### config.mk
export PLATFORM = sky130hd
export DESIGN_NAME = lcg_random_range_generator_core_flat
export DESIGN_NICKNAME = d
export VERILOG_FILES = /design/src/sv/lcgrr_pkg.sv /design/src/sv/lcgrr_if.sv /design/src/sv/lcgrr_front.sv /design/src/sv/lcgrr_back.sv /design/src/sv/lcg_random_range_generator_core.sv /design/src/flat_wrapper.sv
export SDC_FILE = /design/constraint.sdc
export NUM_CORES = 1
export LEC_CHECK = 0
export BUFFER_PORTS_ARGS = -buffer_cell sky130_fd_sc_hd__buf_2
export CORE_AREA = 2 2 264 266
export CTS_CLUSTER_DIAMETER = 30
export DETAILED_ROUTE_END_ITERATION = 10
export DIE_AREA = 0 0 266 268
export PLACE_DENSITY = 0.68
export SETUP_SLACK_MARGIN = 0.05
export SYNTH_ARGS = -nofsm -noshare
export SYNTH_HDL_FRONTEND = slang
export SYNTH_SLANG_ARGS = --single-unit
### constraint.sdc
create_clock -name clock -period 10.2 [get_ports clock]
set_input_delay 2.04 -clock clock [delete_from_list [all_inputs] [get_ports clock]]
set_output_delay 2.04 -clock clock [all_outputs]
set_load 0.1 [all_outputs]
### src/sv/lcgrr_pkg.sv
`timescale 1ns / 1ps
// ----------------------------------------------------------------------------
// lcgrr_pkg
// Types and constants shared by the minimal standard random generator core.
// ----------------------------------------------------------------------------
package lcgrr_pkg;

   localparam int STATE_W = 31;
   localparam int VALUE_W = 32;
   localparam int SEED_W  = 32;
   localparam int MULT_W  = 15;
   localparam int PROD_W  = STATE_W + MULT_W;
   localparam int CNT_W   = 5;

   localparam logic [MULT_W-1:0]  LCG_MULT     = 15'd16807;
   localparam logic [STATE_W-1:0] LCG_MOD      = 31'h7fffffff;
   localparam logic [STATE_W-1:0] SEED_MASK    = 31'd123459876;
   localparam logic [STATE_W-1:0] SIGNED_MAX_N = 31'h3fffffff;

   // request codes on the input word
   typedef enum logic [1:0] {
      REQ_RESEED = 2'd0,
      REQ_RAW    = 2'd1,
      REQ_RANGE  = 2'd2,
      REQ_SIGNED = 2'd3
   } req_kind_type;

   // operations handed to the back end
   typedef enum logic [1:0] {
      OP_RESEED = 2'd0,
      OP_RAW    = 2'd1,
      OP_MOD    = 2'd2,
      OP_ZERO   = 2'd3
   } op_type;

   typedef struct packed {
      op_type             op;
      logic [STATE_W-1:0] divisor;
      logic [STATE_W-1:0] offset;
      logic [STATE_W-1:0] seed;
   } cmd_type;

endpackage

### src/sv/lcgrr_if.sv
`timescale 1ns / 1ps
// ----------------------------------------------------------------------------
// lcgrr_if
// Valid/ready channels for request words and response words.
// ----------------------------------------------------------------------------
interface lcgrr_req_if;
   import lcgrr_pkg::*;

   logic               valid;
   logic               ready;
   logic [1:0]         req_type;
   logic [STATE_W-1:0] range_n;
   logic [SEED_W-1:0]  new_seed;

   modport source (output valid, output req_type, output range_n, output new_seed,
                   input ready);
   modport sink   (input valid, input req_type, input range_n, input new_seed,
                   output ready);
endinterface

interface lcgrr_rsp_if;
   import lcgrr_pkg::*;

   logic                      valid;
   logic                      ready;
   logic signed [VALUE_W-1:0] value;

   modport source (output valid, output value, input ready);
   modport sink   (input valid, input value, output ready);
endinterface

### src/sv/lcgrr_front.sv
`timescale 1ns / 1ps
// ----------------------------------------------------------------------------
// lcgrr_front
// Accepts request words, decodes them into commands and queues them in a
// two-entry fifo for the back end.
// ----------------------------------------------------------------------------
module lcgrr_front (
   input  logic               clock,
   input  logic               reset,
   lcgrr_req_if.sink          req_bus,
   output logic               cmd_valid,
   output lcgrr_pkg::cmd_type cmd_out,
   input  logic               cmd_take
);
   import lcgrr_pkg::*;

   cmd_type            fifo_ff [2];
   logic               wr_ptr_ff;
   logic               wr_ptr_in;
   logic               rd_ptr_ff;
   logic               rd_ptr_in;
   logic [1:0]         count_ff;
   logic [1:0]         count_in;
   logic               push;
   logic               pop;
   cmd_type            cmd_dec;
   logic [STATE_W-1:0] n_sat;
   logic [STATE_W-1:0] seed_low;

   // decode
   always_comb begin
      n_sat    = (req_bus.range_n > SIGNED_MAX_N) ? SIGNED_MAX_N : req_bus.range_n;
      seed_low = req_bus.new_seed[STATE_W-1:0];
      if (seed_low == SEED_MASK) begin
         seed_low = '0;
      end
      cmd_dec         = '0;
      cmd_dec.seed    = seed_low ^ SEED_MASK;
      unique case (req_kind_type'(req_bus.req_type))
         REQ_RESEED: begin
            cmd_dec.op = OP_RESEED;
         end
         REQ_RAW: begin
            cmd_dec.op = OP_RAW;
         end
         REQ_RANGE: begin
            cmd_dec.op      = (req_bus.range_n == '0) ? OP_ZERO : OP_MOD;
            cmd_dec.divisor = req_bus.range_n;
         end
         REQ_SIGNED: begin
            cmd_dec.op      = (n_sat == '0) ? OP_ZERO : OP_MOD;
            cmd_dec.divisor = {n_sat[STATE_W-2:0], 1'b0};
            cmd_dec.offset  = n_sat;
         end
         default: begin
            cmd_dec.op = OP_ZERO;
         end
      endcase
   end

   // queue control
   assign req_bus.ready = (count_ff != 2'd2);
   assign push          = req_bus.valid && req_bus.ready;
   assign pop           = cmd_take && cmd_valid;
   assign cmd_valid     = (count_ff != 2'd0);
   assign cmd_out       = fifo_ff[rd_ptr_ff];

   always_comb begin
      wr_ptr_in = push ? ~wr_ptr_ff : wr_ptr_ff;
      rd_ptr_in = pop ? ~rd_ptr_ff : rd_ptr_ff;
      count_in  = count_ff;
      if (push && !pop) begin
         count_in = count_ff + 2'd1;
      end else if (pop && !push) begin
         count_in = count_ff - 2'd1;
      end
   end

   always_ff @(posedge clock) begin
      if (reset) begin
         wr_ptr_ff <= 1'b0;
         rd_ptr_ff <= 1'b0;
         count_ff  <= 2'd0;
      end else begin
         wr_ptr_ff <= wr_ptr_in;
         rd_ptr_ff <= rd_ptr_in;
         count_ff  <= count_in;
      end
   end

   always_ff @(posedge clock) begin
      if (push) begin
         fifo_ff[wr_ptr_ff] <= cmd_dec;
      end
   end

   a_count_bound: assert property (@(posedge clock) disable iff (reset)
      count_ff <= 2'd2)
      else $error("command queue count out of range");

   a_full_stalls: assert property (@(posedge clock) disable iff (reset)
      (count_ff == 2'd2) |-> !req_bus.ready)
      else $error("request accepted while queue full");

endmodule

### src/sv/lcgrr_back.sv
`timescale 1ns / 1ps
// ----------------------------------------------------------------------------
// lcgrr_back
// Holds the generator state, steps it by multiply and fold mod 2^31-1,
// reduces the draw by a one-bit-per-cycle restoring divider and drives the
// response register.
// ----------------------------------------------------------------------------
module lcgrr_back (
   input  logic               clock,
   input  logic               reset,
   input  logic               cmd_valid,
   input  lcgrr_pkg::cmd_type cmd_in,
   output logic               cmd_take,
   lcgrr_rsp_if.source        rsp_bus
);
   import lcgrr_pkg::*;

   typedef enum logic [1:0] {
      ST_IDLE,
      ST_RED,
      ST_DIV,
      ST_OUT
   } state_type;

   state_type                 state_ff;
   op_type                    op_ff;
   logic [STATE_W-1:0]        gen_state_ff;
   logic [PROD_W-1:0]         prod_ff;
   logic [STATE_W-1:0]        div_ff;
   logic [STATE_W-1:0]        offset_ff;
   logic [STATE_W-1:0]        rem_ff;
   logic [STATE_W-1:0]        quo_ff;
   logic [CNT_W-1:0]          cnt_ff;
   logic signed [VALUE_W-1:0] result_ff;
   logic                      rsp_valid_ff;
   logic signed [VALUE_W-1:0] value_ff;

   logic [PROD_W-1:0]         prod_in;
   logic [STATE_W:0]          fold_sum;
   logic [STATE_W-1:0]        red_val;
   logic [STATE_W:0]          trial;
   logic [STATE_W-1:0]        rem_in;
   logic [VALUE_W-1:0]        diff;
   logic                      out_free;

   always_comb begin
      prod_in  = PROD_W'(gen_state_ff) * PROD_W'(LCG_MULT);
      fold_sum = {1'b0, prod_ff[STATE_W-1:0]} + (STATE_W+1)'(prod_ff[PROD_W-1:STATE_W]);
      red_val  = (fold_sum >= {1'b0, LCG_MOD}) ?
                 STATE_W'(fold_sum - {1'b0, LCG_MOD}) : fold_sum[STATE_W-1:0];
      trial    = {rem_ff, quo_ff[STATE_W-1]};
      rem_in   = (trial >= {1'b0, div_ff}) ?
                 STATE_W'(trial - {1'b0, div_ff}) : trial[STATE_W-1:0];
      diff     = {1'b0, rem_in} - {1'b0, offset_ff};
   end

   assign cmd_take      = (state_ff == ST_IDLE);
   assign out_free      = !rsp_valid_ff || rsp_bus.ready;
   assign rsp_bus.valid = rsp_valid_ff;
   assign rsp_bus.value = value_ff;

   always_ff @(posedge clock) begin
      if (reset) begin
         state_ff     <= ST_IDLE;
         gen_state_ff <= SEED_MASK;
         rsp_valid_ff <= 1'b0;
      end else begin
         if (state_ff == ST_OUT && out_free) begin
            rsp_valid_ff <= 1'b1;
         end else if (rsp_bus.ready) begin
            rsp_valid_ff <= 1'b0;
         end
         unique case (state_ff)
            ST_IDLE: begin
               if (cmd_valid) begin
                  op_ff     <= cmd_in.op;
                  div_ff    <= cmd_in.divisor;
                  offset_ff <= cmd_in.offset;
                  prod_ff   <= prod_in;
                  unique case (cmd_in.op)
                     OP_RESEED: begin
                        result_ff    <= VALUE_W'(gen_state_ff);
                        gen_state_ff <= cmd_in.seed;
                        state_ff     <= ST_OUT;
                     end
                     OP_ZERO: begin
                        result_ff <= '0;
                        state_ff  <= ST_OUT;
                     end
                     default: begin
                        state_ff <= ST_RED;
                     end
                  endcase
               end
            end
            ST_RED: begin
               gen_state_ff <= red_val;
               if (op_ff == OP_RAW) begin
                  result_ff <= VALUE_W'(red_val);
                  state_ff  <= ST_OUT;
               end else begin
                  rem_ff   <= '0;
                  quo_ff   <= red_val;
                  cnt_ff   <= '0;
                  state_ff <= ST_DIV;
               end
            end
            ST_DIV: begin
               rem_ff <= rem_in;
               quo_ff <= {quo_ff[STATE_W-2:0], 1'b0};
               cnt_ff <= cnt_ff + CNT_W'(1);
               if (cnt_ff == CNT_W'(STATE_W - 1)) begin
                  result_ff <= diff;
                  state_ff  <= ST_OUT;
               end
            end
            ST_OUT: begin
               if (out_free) begin
                  value_ff <= result_ff;
                  state_ff <= ST_IDLE;
               end
            end
            default: begin
               state_ff <= ST_IDLE;
            end
         endcase
      end
   end

   a_rem_below_div: assert property (@(posedge clock) disable iff (reset)
      (state_ff == ST_DIV) |-> (rem_ff < div_ff))
      else $error("divider remainder not below divisor");

   a_out_loads: assert property (@(posedge clock) disable iff (reset)
      (state_ff == ST_OUT && out_free) |=> rsp_bus.valid)
      else $error("finished word not presented");

   a_rsp_hold: assert property (@(posedge clock) disable iff (reset)
      (rsp_bus.valid && !rsp_bus.ready) |=> (rsp_bus.valid && $stable(rsp_bus.value)))
      else $error("response word changed while stalled");

endmodule

### src/sv/lcg_random_range_generator_core.sv
`timescale 1ns / 1ps
// ----------------------------------------------------------------------------
// lcg_random_range_generator_core
// Minimal standard multiplicative generator (x * 16807 mod 2^31-1) with
// reseed, raw draw, unsigned range draw and signed range draw requests.
// ----------------------------------------------------------------------------
// One request word gives one response word. A reseed or a draw with a zero
// range goes from the queue straight to the output state, a raw draw passes
// the generator step first, and a range draw the divider as well: the step
// takes a multiply and a fold, and the remainder comes from a restoring
// divider that retires one bit per cycle. Work is done one request at a time; a
// two-entry command queue in front keeps accepting, until it holds two commands,
// while the back end is busy or a response waits to be taken.
module lcg_random_range_generator_core (
   input  logic        clock,
   input  logic        reset,
   lcgrr_req_if.sink   req_bus,
   lcgrr_rsp_if.source rsp_bus
);
   import lcgrr_pkg::*;

   logic    cmd_valid;
   logic    cmd_take;
   cmd_type cmd;

   lcgrr_front u_front (
      .clock     (clock),
      .reset     (reset),
      .req_bus   (req_bus),
      .cmd_valid (cmd_valid),
      .cmd_out   (cmd),
      .cmd_take  (cmd_take)
   );

   lcgrr_back u_back (
      .clock     (clock),
      .reset     (reset),
      .cmd_valid (cmd_valid),
      .cmd_in    (cmd),
      .cmd_take  (cmd_take),
      .rsp_bus   (rsp_bus)
   );

endmodule

### src/flat_wrapper.sv
// flat-port wrapper written by rule: the top's interface ports become plain ports
module lcg_random_range_generator_core_flat import lcgrr_pkg::*;
  (clock, reset, req_bus_valid, req_bus_req_type, req_bus_range_n, req_bus_new_seed, req_bus_ready, rsp_bus_valid, rsp_bus_value, rsp_bus_ready);
  lcgrr_req_if req_bus_i ();
  lcgrr_rsp_if rsp_bus_i ();
  input  logic clock;
  input  logic reset;
  input wire logic [$bits(req_bus_i.valid)-1:0] req_bus_valid;
  input wire logic [$bits(req_bus_i.req_type)-1:0] req_bus_req_type;
  input wire logic [$bits(req_bus_i.range_n)-1:0] req_bus_range_n;
  input wire logic [$bits(req_bus_i.new_seed)-1:0] req_bus_new_seed;
  output wire logic [$bits(req_bus_i.ready)-1:0] req_bus_ready;
  output wire logic [$bits(rsp_bus_i.valid)-1:0] rsp_bus_valid;
  output wire logic [$bits(rsp_bus_i.value)-1:0] rsp_bus_value;
  input wire logic [$bits(rsp_bus_i.ready)-1:0] rsp_bus_ready;
  assign req_bus_i.valid = req_bus_valid;
  assign req_bus_i.req_type = req_bus_req_type;
  assign req_bus_i.range_n = req_bus_range_n;
  assign req_bus_i.new_seed = req_bus_new_seed;
  assign req_bus_ready = req_bus_i.ready;
  assign rsp_bus_valid = rsp_bus_i.valid;
  assign rsp_bus_value = rsp_bus_i.value;
  assign rsp_bus_i.ready = rsp_bus_ready;
  lcg_random_range_generator_core u_core (.clock(clock), .reset(reset), .req_bus(req_bus_i), .rsp_bus(rsp_bus_i));
endmodule
# After elaboration in Yosys (flattened, before gate mapping)

Memories as Yosys holds them, arrays and structs flattened. A register that Yosys moved wholly into a read port is not among the register bits.
Index checks and enable logic that the tools add are counted.

Flip-flop bits (word level): 279
Bits of input ports: 69
RAM bits: 190
Memories kept: 1
Logic and storage cells: 113
Output and inout bits: 34

Memory list:

| name                   | depth | bits a word | read ports | clocked after Yosys merged registers in | wr ports | line              | RTL |
|---|---|---|---|---|---|---|---|
| u_core.u_front.fifo_ff | 2     | 95          | 1          | 1                                       | 1        | lcgrr_front.sv:17 | `cmd_type fifo_ff [2];` |

Muxes and demuxes: 37
Bitwise logic cells: 4
Multipliers: 1
Eq/ne operators: 18
Magnitude comparators: 3
Add/sub/neg operators: 7
Reductions and logical operators: 27

Operator list:

| cell                   | number |
|---|---|
| $mux 31                | 9 |
| $pmux 31 s2            | 4 |
| $mux 32                | 3 |
| $pmux 32 s3            | 1 |
| $pmux 32 s2            | 1 |
| $logic_not 31->1       | 2 |
| $mul 31x15->46 const B | 1 |
| $add 31x15->32         | 1 |
| $ge 32x31->1           | 1 |
| $ge 32x31->1 const B   | 1 |
| $sub 31x31->32         | 1 |
| $eq 31x27->1 const B   | 1 |
| $gt 31x30->1 const B   | 1 |
| $sub 31x31->31         | 1 |
| $sub 31x31->31 const B | 1 |
| $pmux 2 s4             | 2 |
| $not 15->15            | 1 |
| $reduce_and 3->1       | 5 |
| $ne 2x2->1 const B     | 7 |
| $mux 2                 | 6 |
| $eq 2x2->1 const B     | 5 |
| $pmux 5 s2             | 1 |
| $reduce_bool 2->1      | 5 |
| $mux 1                 | 9 |
| other kinds (15)       | 27 |

# Depth between registers and ports, before layout

Word-level depth: 6
Gate-level depth with buffers: 30
Depth with buffers taken out: 29

# Cells and area by module

From an unflattened synthesis, not the netlist that was laid out.

Cell total of the unflattened synthesis: 2732
Area total of the unflattened synthesis: 30910.9 um2

Modules (own cells, without submodules):

| module      | seq. area each (um2) | cells each | area an instance (um2) | times used |
|---|---|---|---|---|
| lcgrr_back  | 7917.6               | 2250       | 22969.5                | 1 |
| lcgrr_front | 5805.6               | 482        | 7941.4                 | 1 |

# Least setup slack after synthesis

Ideal clock, no wire load.

Kind: input to register
Start point: in reset
End point: reg u_core.u_back.cnt_ff[0], enable pin
Setup slack: 2.238 ns
Path buffers: 2
Data required time: 9.612 ns
Stages: 3
Setup time: 0.588 ns
Data arrival time: 7.373 ns
Cell sequence: clkbuf_1 buf_1 nor3b_1

Longest elaborated chain between the ends: 2

Ends and longest elaborated chain:

| element                           | line              | RTL |
|---|---|---|
| from (decl)                       | flat_wrapper.sv:7 | `input logic reset;` |
| $not 1->1 (no source line)        | n/a               |  |
| $reduce_and 3->1 (no source line) | n/a               |  |
| to (signal assigned)              | lcgrr_back.sv:111 | `cnt_ff <= cnt_ff + CNT_W'(1);` |
| to (decl)                         | lcgrr_back.sv:33  | `logic [CNT_W-1:0] cnt_ff;` |

No other way between the ends.
A chain may end at the register's enable or synchronous reset.

# Worst setup path in the final report

Start point: reg u_core.u_back.quo_ff[30]
End point: reg u_core.u_back.result_ff[24], data pin

Longest elaborated chain between the ends: 5
Elaborated cells between the ends (all ways): 6
Those cells by class: add/sub: 2; order compare: 1; mux: 3

Ends and longest elaborated chain:

| element                                               | line                               | RTL |
|---|---|---|
| from (decl)                                           | lcgrr_back.sv:32                   | `logic [STATE_W-1:0] quo_ff;` |
| from (signal assigned)                                | lcgrr_back.sv:103                  | `quo_ff <= red_val;` |
| from (signal assigned)                                | lcgrr_back.sv:110                  | `quo_ff <= {quo_ff[STATE_W-2:0], 1'b0};` |
| $sub 31x31->31 / $ge 32x31->1 (equally long branches) | lcgrr_back.sv:53, lcgrr_back.sv:52 |  |
| $mux 31 *                                             | lcgrr_back.sv:52                   | `rem_in = (trial >= {1'b0, div_ff}) ?` |
| $sub 31x31->32 *                                      | lcgrr_back.sv:54                   | `diff = {1'b0, rem_in} - {1'b0, offset_ff};` |
| $mux 32 *                                             | lcgrr_back.sv:112                  | `if (cnt_ff == CNT_W'(STATE_W - 1)) begin` |
| $pmux 32 s3 *                                         | lcgrr_back.sv:73                   | `unique case (state_ff)` |
| to (signal assigned)                                  | lcgrr_back.sv:82                   | `result_ff <= VALUE_W'(gen_state_ff);` |
| to (signal assigned)                                  | lcgrr_back.sv:99                   | `result_ff <= VALUE_W'(red_val);` |
| to (signal assigned)                                  | lcgrr_back.sv:113                  | `result_ff <= diff;` |
| to (decl)                                             | lcgrr_back.sv:34                   | `logic signed [VALUE_W-1:0] result_ff;` |

Every way passes the cells marked *; elsewhere a longest branch is shown, timed or not. The select of a mux whose other input is x is not followed.

==> results.json <==
{
  "core.rowCount": 96,
  "fp.dieArea_um2": 71300,
  "die_w_um": 266,
  "cts.sinks": 470,
  "synthArstFlopShare_pct": 0,
  "critPathMaxStageDelay_ns": 0.66,
  "yosys_warnings": 0,
  "slew_viol_final": 0,
  "post-route-min-period_ns": 7.77,
  "use_met1_pct": 29.9,
  "finish.utilization_pct": 51.5,
  "max_freq_ghz": 0.129,
  "numCtsBuffers": 93,
  "startpoint": "u_core.u_back.quo_ff[30]",
  "grt.total_usage_pct": 21.4,
  "tightest_slew_ns": 1.27,
  "synth_seq_cells": 470,
  "fin_crit_sh_pct": 76.2,
  "portBuffers": 101,
  "drcViolationCount": 0,
  "antenna_found_initial": 0,
  "finalHoldViolations": 0,
  "mostFrequentLayoutCell": "edfxtp_1",
  "rsz0062_at_grt": "false",
  "synth.cell_area_um2": 30400,
  "fin_tns_setup_ns": 0,
  "gp_congestion": 0.938,
  "cts_tree": "built",
  "cts_resized": 0,
  "status": "finished, final reports clean",
  "synthFlopType": "edfxtp_1",
  "yosysUniqueCellTypes": 85,
  "dp.cells": 3558,
  "crit_slowest_cell": "nor4_1",
  "synth_area_per_cell_um2": 11.5,
  "top_usage_layer": "met2",
  "finalWirelength_mm": 75.8,
  "grt_pass1_wl_mm": 118,
  "netlist_instances": 2638,
  "hpwl_mm": 56.3,
  "arrival_ns": 8.15,
  "synth_top_area_cell": "edfxtp_1",
  "grt_use_met3_pct": 4.09,
  "cp-start-kind": "flop",
  "antennaDiodeCount": 0,
  "yosysTopAreaCellShare_pct": 42.5,
  "hold_path_class": "flop to flop",
  "post-cts-setup-buffer-count": 0,
  "nNetsFinal": 3250,
  "end_kind": "flop",
  "final.setup_skew_ns": 0.0176,
  "synthTopCellsByArea": "edfxtp_1 43%, ha_1 11%, fa_1 8.9%",
  "yosysSeqAreaShare_pct": 45.1,
  "grt_use_met2_pct": 34.0,
  "area_growth_pct": 15.4,
  "io_pins": 103,
  "post_drt_wl_per_cell_um": 20.3,
  "drv_cap": 0,
  "first_iter_violations": 1574,
  "final_cell_mix": "431 x edfxtp_1, 349 x inv_1, 273 x ha_1",
  "max_slew_margin_pct": 15.5,
  "htreeDepth": 3,
  "critPathRequiredTime_ns": 10.58,
  "grt_max_degree": 93,
  "path_class": "flop to flop",
  "fin_worst_hold_slack_ns": 0.412,
  "start_util_pct": 44.6,
  "setup_viol": 0,
  "viasPerCell": 5.58,
  "final_cells": 3732,
  "drtAntennaViolNets": 0,
  "clk_latency_ns": 0.64,
  "critPathTopFamily": "compound AO/OA/AOI/OAI gates",
  "min_from": "u_core.u_back.result_ff[3]",
  "vias": 20800,
  "clk_pin_slew_ns": 0.05,
  "core_area_um2": 68200,
  "crit_fanout": 10,
  "cts_buffer_depth": 3,
  "grt_overflow_total": 0,
  "die_y_um": 268,
  "drive_gt1_share_pct": 14.8,
  "first_pass_iters": 5,
  "crit_buf_inv": 3,
  "synth_edf_count": 431,
  "root_buffer": "clkbuf_16",
  "cts_hold_buf": 0,
  "r2r_start": "u_core.u_back.quo_ff[30]",
  "grt_pass1_vias": 21000,
  "crit_top_cell": "a21o_1"
}
-- cells by family (layout without fill, tap and decap cells) --
group	Yosys count	in the layout	synth area share (%)
AND/OR/NAND/NOR	532	532	9.05
AO/OA/AOI/OAI	516	516	11.4
flip-flops	470	470	45.1
buffers and inverters	436	647	5.43
adder cells (fa/ha/maj)	410	410	20.2
XOR/XNOR	138	138	3.97
multiplexers	135	135	4.86
other	1	2	0.0123
-- sequential cells by signal (all words and copies together), names as in the netlist, 2 cells and up, named ones only --
signal	cells
u_core.u_back.cnt_ff	5
u_core.u_back.div_ff	31
u_core.u_back.gen_state_ff	31
u_core.u_back.offset_ff	31
u_core.u_back.op_ff	2
u_core.u_back.prod_ff	46
u_core.u_back.quo_ff	31
u_core.u_back.rem_ff	31
u_core.u_back.result_ff	32
u_core.u_back.rsp_bus.value	32
u_core.u_back.state_ff	2
u_core.u_front.count_ff	2
u_core.u_front.fifo_ff	190
-- metrics by stage --
step	cell area [um^2]	worst slack [ns]
CTS	35100	2.56
detailed placement	32000	2.63
global placement	32000	2.87
floorplan	30400	2.24
global route	35100	2.11
finish	35100	2.43
-- worst register-to-register path, delay by kind of cell (launching register included) --
family | cells | cell delay, ns
buffers and inverters | 3 | 0.21
adders and majority gates | 4 | 1.15
DFF | 1 | 0.44
AOI/OAI and AO/OA | 17 | 4.66
and+or+nand+nor | 3 | 0.88
xor gates and xnor gates | 1 | 0.19
-- worst paths after layout --
check	cells past startpoint	slack [ns]	to
worst max-delay path	28	2.43	u_core.u_back.result_ff[24]
worst min-delay path	0	0.41	u_core.u_back.rsp_bus.value[3]
worst max register to register	28	2.43	u_core.u_back.result_ff[24]
worst min register to register	0	0.41	u_core.u_back.rsp_bus.value[3]
-- synth_stat cells, types with 18 or more instances --
library cell,instances
a21oi_1,119
mux2_2,102
ha_1,274
o21ai_0,96
fa_1,136
nor3_1,32
clkbuf_1,64
dfxtp_1,39
edfxtp_1,431
xor2_1,47
nor2b_1,28
inv_1,349
and2_1,38
nand4_1,21
a22oi_1,18
nor2_1,145
nand2_1,122
xnor2_1,91
o31ai_1,25
nand3_1,30
o21a_1,20
a21o_1,82
and3_1,24
a31oi_1,21
mux2i_1,33
-- layer usage --
metal  up-vias  share of wire, %  routed length (um)
li1       9737                 -                   -
met1     10300                45               34100
met2       660                46               34600
met3       119               6.7                5050
met4         0               2.7                2040
met5         -                 0                   0
-- layout make-up --
type,instances,area [um^2]
Fill cell,5789,33100
Multi-Input combinational cell,1733,15100
Sequential cell,470,13700
Clock buffer,106,2410
Inverter,349,1310
Tap cell,882,1100
Clock inverter,68,777
Timing Repair Buffer,124,678
Power is left out: the tool's default activity adds up to more than one toggle a clock period on the data nets, which glitch-free logic cannot reach.
